`src/fdo_pkg.sv`:
```
// Shared constants, types and helpers for the drop-oldest frame FIFO.
package fdo_pkg;

   localparam int DEPTH        = 16;
   localparam int HANDLE_BITS  = 32;
   localparam int PTR_BITS     = $clog2(DEPTH);
   localparam int CNT_BITS     = $clog2(DEPTH + 1);
   localparam int REG_BITS     = 5;
   localparam int FRAME_BITS   = 32;
   localparam int WIDE_BITS    = (CNT_BITS > REG_BITS) ? CNT_BITS : REG_BITS;
   localparam int CSR_IDX_BITS = 1;

   localparam logic [CSR_IDX_BITS-1:0] CSR_MAX_ENTRIES   = CSR_IDX_BITS'(0);
   localparam logic [CSR_IDX_BITS-1:0] CSR_DISCARD_COUNT = CSR_IDX_BITS'(1);

   localparam logic ACTION_PUSH = 1'b0;
   localparam logic ACTION_POP  = 1'b1;

   localparam logic [REG_BITS-1:0] MAX_ENTRIES_RST   = REG_BITS'(16);
   localparam logic [REG_BITS-1:0] DISCARD_COUNT_RST = REG_BITS'(1);

   typedef struct packed {
      logic [REG_BITS-1:0] max_entries;
      logic [REG_BITS-1:0] discard_count;
   } cfg_type;

   typedef struct packed {
      logic                strobe;
      logic                frame_valid;
      logic [REG_BITS-1:0] dropped;
      logic [REG_BITS-1:0] occupancy;
   } rsp_type;

   function automatic logic [PTR_BITS-1:0] next_ptr(input logic [PTR_BITS-1:0] p);
      next_ptr = (p == PTR_BITS'(DEPTH - 1)) ? '0 : p + 1'b1;
   endfunction

endpackage

```
`src/fdo_ram.sv`:
```
// Generic single-clock RAM: one write port, one read port with registered data.
module fdo_ram #(
   parameter int WORDS = 16,
   parameter int WIDTH = 32,
   parameter int ABITS = $clog2(WORDS)
) (
   input  logic             clock,
   input  logic             we,
   input  logic [ABITS-1:0] waddr,
   input  logic [WIDTH-1:0] wdata,
   input  logic             re,
   input  logic [ABITS-1:0] raddr,
   output logic [WIDTH-1:0] rdata
);

   logic [WIDTH-1:0] mem [WORDS];
   logic [WIDTH-1:0] rdata_ff;

   always_ff @(posedge clock) begin
      if (we) begin
         mem[waddr] <= wdata;
      end
   end

   always_ff @(posedge clock) begin
      if (re) begin
         rdata_ff <= mem[raddr];
      end
   end

   assign rdata = rdata_ff;

endmodule

```
`src/fdo_ctrl.sv`:
```
// Pointer, occupancy and drop logic of the frame FIFO; drives the RAM ports.
module fdo_ctrl import fdo_pkg::*; (
   input  logic                clock,
   input  logic                reset,
   input  logic                accept,
   input  logic                action,
   input  cfg_type             cfg,
   output logic                we,
   output logic [PTR_BITS-1:0] waddr,
   output logic                re,
   output logic [PTR_BITS-1:0] raddr,
   output rsp_type             rsp
);

   logic [PTR_BITS-1:0]  head_ff, head_in;
   logic [PTR_BITS-1:0]  tail_ff, tail_in;
   logic [CNT_BITS-1:0]  count_ff, count_in;
   rsp_type              rsp_ff, rsp_in;
   logic [WIDE_BITS-1:0] max_w, disc_w, count_w, limit_w, want_w, drop_w;
   logic [WIDE_BITS:0]   head_sum;
   logic [CNT_BITS-1:0]  count_kept;

   always_comb begin
      max_w   = WIDE_BITS'(cfg.max_entries);
      disc_w  = WIDE_BITS'(cfg.discard_count);
      count_w = WIDE_BITS'(count_ff);

      limit_w = (max_w == '0) ? WIDE_BITS'(1) : max_w;
      if (limit_w > WIDE_BITS'(DEPTH)) begin
         limit_w = WIDE_BITS'(DEPTH);
      end
      want_w = (disc_w == '0) ? WIDE_BITS'(1) : disc_w;

      drop_w = '0;
      if (count_w >= limit_w) begin
         drop_w = (want_w < count_w) ? want_w : count_w;
      end

      head_sum = (WIDE_BITS + 1)'(head_ff) + (WIDE_BITS + 1)'(drop_w);
      if (head_sum >= (WIDE_BITS + 1)'(DEPTH)) begin
         head_sum = head_sum - (WIDE_BITS + 1)'(DEPTH);
      end
      count_kept = count_ff - CNT_BITS'(drop_w);
   end

   always_comb begin
      head_in  = head_ff;
      tail_in  = tail_ff;
      count_in = count_ff;
      we       = 1'b0;
      re       = 1'b0;
      waddr    = tail_ff;
      raddr    = head_ff;
      rsp_in   = '0;
      rsp_in.strobe = accept;
      if (accept) begin
         if (action == ACTION_PUSH) begin
            // drop from the head first, then append; never overflows
            we             = 1'b1;
            head_in        = PTR_BITS'(head_sum);
            tail_in        = next_ptr(tail_ff);
            count_in       = count_kept + 1'b1;
            rsp_in.dropped = REG_BITS'(drop_w);
         end else if (count_ff != '0) begin
            re                 = 1'b1;
            head_in            = next_ptr(head_ff);
            count_in           = count_ff - 1'b1;
            rsp_in.frame_valid = 1'b1;
         end
      end
      rsp_in.occupancy = REG_BITS'(count_in);
   end

   always_ff @(posedge clock) begin
      if (reset) begin
         head_ff  <= '0;
         tail_ff  <= '0;
         count_ff <= '0;
         rsp_ff   <= '0;
      end else begin
         head_ff  <= head_in;
         tail_ff  <= tail_in;
         count_ff <= count_in;
         rsp_ff   <= rsp_in;
      end
   end

   assign rsp = rsp_ff;

   a_count_bound: assert property (@(posedge clock) disable iff (reset)
      count_ff <= CNT_BITS'(DEPTH))
      else $error("occupancy above depth");

   a_empty_ptrs: assert property (@(posedge clock) disable iff (reset)
      (count_ff == '0) |-> (head_ff == tail_ff))
      else $error("empty queue with head and tail apart");

   a_pop_word: assert property (@(posedge clock) disable iff (reset)
      (accept && action == ACTION_POP && count_ff != '0) |=>
         (rsp_ff.frame_valid && count_ff == CNT_BITS'($past(count_ff) - 1'b1)))
      else $error("pop of held word not reported");

   a_push_word: assert property (@(posedge clock) disable iff (reset)
      (accept && action == ACTION_PUSH) |=>
         (count_ff != '0 && rsp_ff.strobe && !rsp_ff.frame_valid))
      else $error("push result wrong");

   a_no_spurious: assert property (@(posedge clock) disable iff (reset)
      !accept |=> !rsp_ff.strobe)
      else $error("result without accepted word");

endmodule

```
`src/frame_drop_oldest_fifo_top.sv`:
```
// Top level of the drop-oldest frame FIFO: config registers, RAM and result port.
//
//   channel  handshake               ports
//   request  start & !busy           req_action, req_frame_in
//   result   rsp_strobe, no stall    rsp_frame_out, rsp_frame_valid, rsp_dropped,
//                                    rsp_occupancy
//   csr      csr_valid & csr_ready   csr_index, csr_data
//
// One word per cycle; busy stays low. The result of a word shows in the cycle
// after it is accepted, since the result fields and the handle RAM read are both registered.
// Synchronous reset empties the queue and loads max_entries 16, discard_count 1.
// Handle RAM contents are not cleared; only written entries are ever read.
// The receiver cannot stall: each result is on the port for one cycle.
module frame_drop_oldest_fifo_top import fdo_pkg::*; (
   input  logic                    clock,
   input  logic                    reset,
   input  logic                    start,
   output logic                    busy,
   input  logic                    req_action,
   input  logic [FRAME_BITS-1:0]   req_frame_in,
   output logic                    rsp_strobe,
   output logic [FRAME_BITS-1:0]   rsp_frame_out,
   output logic                    rsp_frame_valid,
   output logic [REG_BITS-1:0]     rsp_dropped,
   output logic [REG_BITS-1:0]     rsp_occupancy,
   input  logic                    csr_valid,
   output logic                    csr_ready,
   input  logic [CSR_IDX_BITS-1:0] csr_index,
   input  logic [REG_BITS-1:0]     csr_data
);

   cfg_type                 cfg_ff, cfg_in;
   rsp_type                 rsp;
   logic                    accept;
   logic                    we, re;
   logic [PTR_BITS-1:0]     waddr, raddr;
   logic [HANDLE_BITS-1:0]  rdata;

   assign busy      = 1'b0;
   assign csr_ready = 1'b1;
   assign accept    = start & ~busy;

   always_comb begin
      cfg_in = cfg_ff;
      if (csr_valid && csr_ready) begin
         unique case (csr_index)
            CSR_MAX_ENTRIES:   cfg_in.max_entries   = csr_data;
            CSR_DISCARD_COUNT: cfg_in.discard_count = csr_data;
            default: ;
         endcase
      end
   end

   always_ff @(posedge clock) begin
      if (reset) begin
         cfg_ff.max_entries   <= MAX_ENTRIES_RST;
         cfg_ff.discard_count <= DISCARD_COUNT_RST;
      end else begin
         cfg_ff <= cfg_in;
      end
   end

   fdo_ctrl u_ctrl (
      .clock  (clock),
      .reset  (reset),
      .accept (accept),
      .action (req_action),
      .cfg    (cfg_ff),
      .we     (we),
      .waddr  (waddr),
      .re     (re),
      .raddr  (raddr),
      .rsp    (rsp)
   );

   fdo_ram #(
      .WORDS (DEPTH),
      .WIDTH (HANDLE_BITS),
      .ABITS (PTR_BITS)
   ) u_ram (
      .clock (clock),
      .we    (we),
      .waddr (waddr),
      .wdata (HANDLE_BITS'(req_frame_in)),
      .re    (re),
      .raddr (raddr),
      .rdata (rdata)
   );

   assign rsp_strobe      = rsp.strobe;
   assign rsp_frame_valid = rsp.frame_valid;
   assign rsp_dropped     = rsp.dropped;
   assign rsp_occupancy   = rsp.occupancy;
   assign rsp_frame_out   = rsp.frame_valid ? FRAME_BITS'(rdata) : '0;

endmodule
```
`config.mk`:
```
export PLATFORM = sky130hd
export DESIGN_NAME = frame_drop_oldest_fifo_top
export DESIGN_NICKNAME = d
export VERILOG_FILES = /design/src/fdo_pkg.sv /design/src/fdo_ram.sv /design/src/fdo_ctrl.sv /design/src/frame_drop_oldest_fifo_top.sv
export SDC_FILE = /design/constraint.sdc
export NUM_CORES = 1
export LEC_CHECK = 0
export BUFFER_PORTS_ARGS = -buffer_cell sky130_fd_sc_hd__buf_2
export CAP_MARGIN = 10
export CORE_UTILIZATION = 45
export CTS_CLUSTER_DIAMETER = 60
export CTS_CLUSTER_SIZE = 28
export DETAILED_ROUTE_END_ITERATION = 10
export PLACE_DENSITY_LB_ADDON = 0.3
export SYNTH_ARGS = -nofsm -noshare
export SYNTH_HDL_FRONTEND = slang
export SYNTH_HIERARCHICAL = 1
export SYNTH_SLANG_ARGS = --single-unit
```
`constraint.sdc`:
```
create_clock -name clock -period 6.65 [get_ports clock]
set_input_delay 0 -clock clock [delete_from_list [all_inputs] [get_ports clock]]
set_output_delay 0 -clock clock [all_outputs]
set_load 0.02 [all_outputs]
```
# Yosys cells after proc, flatten, opt, wreduce, memory -nomap -nowiden
# Memories as Yosys holds them, arrays and structs flattened. A register that Yosys moved wholly into a read port is not among the register bits.
# Cells that the tools add are included.
# classes
n_addsub	7
n_lt_le_gt_ge	4
n_eq_ne	3
muxes	20
bitwise_logic	3
n_reduce_logical	9
# ops
op	n
$mux 5	7
$mux 32	1
$mux 4	5
$logic_not 5->1	2
$add 4x1->4 const B	2
$eq 4x4->1 const B	2
$reduce_and 2->1	4
$mux 1	7
$add 4x5->6	1
$ge 6x5->1 const B	1
$add 5x1->5 const B	1
$ge 5x5->1	1
$gt 5x5->1 const B	1
$lt 5x5->1	1
$reduce_bool 5->1	1
$sub 5x1->5 const B	1
$sub 5x5->5	1
$sub 4x1->4 const B	1
$not 1->1	3
$reduce_or 3->1	1
$ne 2x1->1 const B	1
$reduce_or 2->1	1
# word_totals
register_bits	30
ramBits	512
output_inout_bits	46
wordCells	55
memories	1
# mem_list
memory	depth	width	read_ports	rd_ports_with_merged_regs	wr	line_no	text
u_ram.mem	16	32	1	1	1	fdo_ram.sv:16	logic [WIDTH-1:0] mem [WORDS];

# Longest topological paths before layout
# logic_depth
word_depth	10
ltp_mapped	17
depth_no_buf	17

# Cells and area by module
# Netlist, hierarchy kept.
# by_module_without_submodules
module	instances	cells_per_inst	area_each_um2	seq_area_each_um2
fdo_ram	1	838	20174.3	16335.7
fdo_ctrl	1	202	1616.6	400.4
frame_drop_oldest_fifo_top	1	81	661.9	200.2

# Least setup slack after synthesis
# Ideal clock, no wire load.
# synth_path
path_kind	in2reg
startpoint	input port req_action
endpoint	memory u_ram.mem[0][0] (enable)
setup_ps	461
arrival_time_ps	3342
required_ps	6189
path_slack_ps	2847
cell_stages	6
cell_sequence	clkbuf_1 inv_1 nand2_1 inv_1 or3b_2 nor3_1
# synth_between
elab_chain_len	4
# synth_lines
item	line_no	text
start, declared	frame_drop_oldest_fifo_top.sv:19	input logic req_action,
$mux 1	fdo_ctrl.sv:57	if (action == ACTION_PUSH) begin
$mux 1	fdo_ctrl.sv:56	if (accept) begin
named net we	frame_drop_oldest_fifo_top.sv:35	logic we, re;
$mux 1	fdo_ram.sv:20	if (we) begin
$mux 1 (not written as such)	fdo_ram.sv:21	mem[waddr] <= wdata;
end, declared	fdo_ram.sv:16	
# The timed path passes the listed nets, and every way through them passes these cells.

==> impl_metrics.tcl <==
set metrics [dict create \
    synthMuxAreaShare_pct 13.3 \
    slew_headroom_pct 25.4 \
    required_ns 7.07 \
    yosys_warnings 6 \
    ys_seq_area_share_pct 75.4 \
    synth-seq-cells 574 \
    wire_per_inst_um 25.0 \
    top_usage_layer "met2" \
    finish.utilization_pct 51.8 \
    synth_top_area_share_pct 72.8 \
    cts_buffers 35 \
    synth_edf_count 544 \
    yosys.area.top_type "edfxtp_1" \
    worst_r2r_endpoint "u_ctrl/rsp[3]$_SDFFE_PP0P_" \
    critPathMaxStageDelay_ns 0.67 \
    diodes 0 \
    rsz0062_at_grt "no" \
    internal_power_uw 5520 \
    comb_power_share_pct 11.3 \
    status "finished clean" \
    grt_pass1_vias 11100 \
    p_clk_share_pct 32.8 \
    clock_latency_ns 0.58 \
    min_period_ns 3.53 \
    synthTopCellsByArea "edfxtp_1 (73%), mux4_2 (13%), dfxtp_1 (2.7%)" \
    std_cell_rows 81 \
    dieArea_sq_um 50800 \
    hpwl_um 25900 \
    hp-start "csr_data[2]" \
    synth_compound_area_share_pct 3.81 \
    timing.setup.tns_ns 0 \
    critical_path_class "reg -> reg" \
    synthAdderAreaFrac_pct 1.46 \
    r2r-start "u_ctrl/rsp[0]$_SDFFE_PP0P_" \
    via_count 11100 \
    drt_pass1_iterations 5 \
    grt_util_met2_pct 33.2 \
    htree_levels 2 \
    drt_wl_total_um 48700 \
    min_to "cfg_ff[2]$_SDFFE_PP0P_" \
    use_met1_pct 26.8 \
    fin_worst_skew_ns 0.0395 \
    dp_cells 1839 \
    grt_max_degree 101 \
    hold_path.class "in -> reg" \
    cp-end-kind "flop" \
    final_cell_mix "edfxtp_1 (544), mux4_2 (128), buf_2 (86)" \
    synth_top_family_by_area "multiplexers" \
    synth.cell_area_sq_um 22500 \
    p_total_uw 7290 \
    drc_errors 0 \
    grtUsageMet3_pct 3.53 \
    nets 1328 \
    antenna_found_initial 1 \
    finalHoldViolCount 0 \
    fmax_mhz 283 \
    ir_drop_mv 0.151 \
    die_h_um 225 \
    stdcell_count 1945 \
    synth-simple-area-share_pct 4.20 \
    coreArea_sq_um 49100 \
    cellPowerDensity_nw_per_um2 287 \
    area_delta_synth_final_pct 13.2 \
    startpoint_type "flop" \
    leakage_uw 0.00813 \
    synth_top_flop_cell "edfxtp_1" \
    grt_pass1_wl_um 72100 \
    ys_types 55 \
    syn_avg_cell_area_sq_um 20.0 \
    period_share_pct 53.1 \
    clock-root-buffer "clkbuf_16" \
    syn_inst 1121 \
    io_buffers 86 \
    drtAntennaViolNets 0 \
    die_w_um 225 \
    gp_congestion 0.768 \
    reg2reg_slack_ns 3.12 \
    grt_use_total_pct 19.7 \
    p_seq_share_pct 55.9 \
    cts_buffer_depth 3 \
    synth-xor-area-share_pct 0.156 \
    vias_per_cell 5.70 \
    grt-ovfl-total 0 \
    crit_path_cell_trace "inv_1 > ha_1 > nor2b_1 > o21ai_0 > a31oi_1 > nor2_1 > ha_1 > inv_1 > ha_1 > inv_1 > fa_1 > xor2_1 > o21ai_0 > a21oi_1 > nor2_1" \
    reg2reg_depth 15 \
    crit_slowest_cell "a31oi_1" \
    setup_viol_count_final 0 \
    hold_depth 4 \
    initial_utilization_pct 45.8 \
    async_flop_share_pct 0 \
    path_max_fanout 10 \
    ios 89 \
    worst_pin_slew_ns 1.12 \
    cts_tree "built" \
    switching_share_pct 24.3 \
    clock-sinks 574 \
    path_clk_slew_ns 0.08 \
    drv_cap 0 \
    mostFrequentLayoutCell "edfxtp_1" \
    switching_power_uw 1780 \
    holdWs_ns 0.310 \
    final_max_slew_viol_count 0 \
    worstPathArrival_ns 3.95 \
    drt-initial-drc-count 910 \
    drive_gt1_share_pct 25.4 \
    synth_fp_nets 1189 \
]
[per-layer routing]
layer | part of all wire, % | wire length, um | vias to the layer above
met5 | 0.025 | 12 | -
met4 | 1.5 | 729 | 2
met3 | 5.3 | 2590 | 53
met2 | 50 | 24600 | 297
met1 | 43 | 20800 | 5887
li1 | - | - | 4852
[power groups by stage]
stage | clock, uW | combinational (uW) | sequential [uW]
floorplan | 0 | 612 | 4130
global placement | 0 | 801 | 4160
detailed placement | 0 | 808 | 4160
CTS | 2440 | 835 | 4080
global route | 2570 | 899 | 4090
finish | 2390 | 824 | 4080
[synthesized netlist by cell type (all sizes together) (2+ instances only)]
master / n
ha: 23
nand3: 12
a21o: 5
edfxtp: 544
nand2: 47
mux4: 128
or3: 2
or2: 4
and2: 34
buf: 32
xor2: 2
dfxtp: 30
a22oi: 65
xnor2: 2
nand4: 2
o221ai: 2
clkbuf: 25
nand3b: 2
conb: 2
nor2b: 6
o21ai: 13
nor3: 10
nand4b: 2
fa: 2
and3: 3
nor2: 36
mux2i: 11
a21oi: 22
inv: 15
nand2b: 16
a211oi: 5
[cells by family (layout without fill, tap and decap cells)]
group                      Yosys count  in the layout
muxes                              139            139
buffers and inverters               72            232
AOI/OAI and AO/OA                  122            122
and+or+nand+nor                    183            183
xor gates and xnor gates             4              4
adders and majority gates           25             25
other                                2              2
DFF                                574            574
[registers in the layout, indices dropped and copies added (netlist names)]
register	cells
u_ram/mem	512
u_ctrl/raddr	4
cfg_ff	10
u_ram/rdata	32
u_ctrl/waddr	4
u_ctrl/rsp	12
[how the worst max path moves through the flow]
| stage | slack (ns) | from | cells past startpoint | to |
|---|---|---|---|---|
| 3_5_place_dp | 3.15 | u_ctrl/rsp[4]$_SDFFE_PP0P_ | 15 | u_ctrl/rsp[3]$_SDFFE_PP0P_ |
| 5_1_grt | 2.88 | u_ctrl/rsp[4]$_SDFFE_PP0P_ | 15 | u_ctrl/rsp[3]$_SDFFE_PP0P_ |
| 6_report | 3.12 | u_ctrl/rsp[0]$_SDFFE_PP0P_ | 15 | u_ctrl/rsp[3]$_SDFFE_PP0P_ |
| 2_1_floorplan | 2.85 | req_action | 6 | u_ram/mem[0][0]$_DFFE_PP_ |
| 3_3_place_gp | 3.28 | cfg_ff[6]$_SDFFE_PP0P_ | 17 | u_ctrl/rsp[3]$_SDFFE_PP0P_ |
| 4_1_cts | 3.14 | u_ctrl/rsp[0]$_SDFFE_PP0P_ | 15 | u_ctrl/rsp[3]$_SDFFE_PP0P_ |
[worst max-delay path, delay by kind of cell (launching register included)]
| kind | cells | cell delay, ns |
|---|---|---|
| buffers and inverters | 3 | 0.28 |
| AOI/OAI and AO/OA | 4 | 1.02 |
| and+or+nand+nor | 3 | 0.33 |
| xor gates and xnor gates | 1 | 0.14 |
| adders and majority gates | 4 | 1.16 |
| DFF | 1 | 0.48 |
[repair_timing]
| action | in CTS | in global routing |
|---|---|---|
| hold endpoints to repair | 535 | 0 |
| gates resized for setup | 0 | 0 |
| buffers inserted | 0 | 0 |
| hold buffers | 48 | 0 |
[metrics by stage]
step / area [sq um] / worst slack [ns]
floorplan: 22500 / 2.85
global placement: 23800 / 3.28
detailed placement: 23800 / 3.15
CTS: 25400 / 3.14
global route: 25400 / 2.88
finish: 25400 / 3.12
[layout make-up]
type | count | area, sq um
clock buffers | 36 | 880
flip-flops and latches | 574 | 16900
inverters | 15 | 56.3
clock inverters | 22 | 303
repair buffers | 159 | 1110
fillers | 3905 | 23600
well taps | 664 | 831
multi-input cells | 475 | 5300
(Power assumes the default switching activity.)
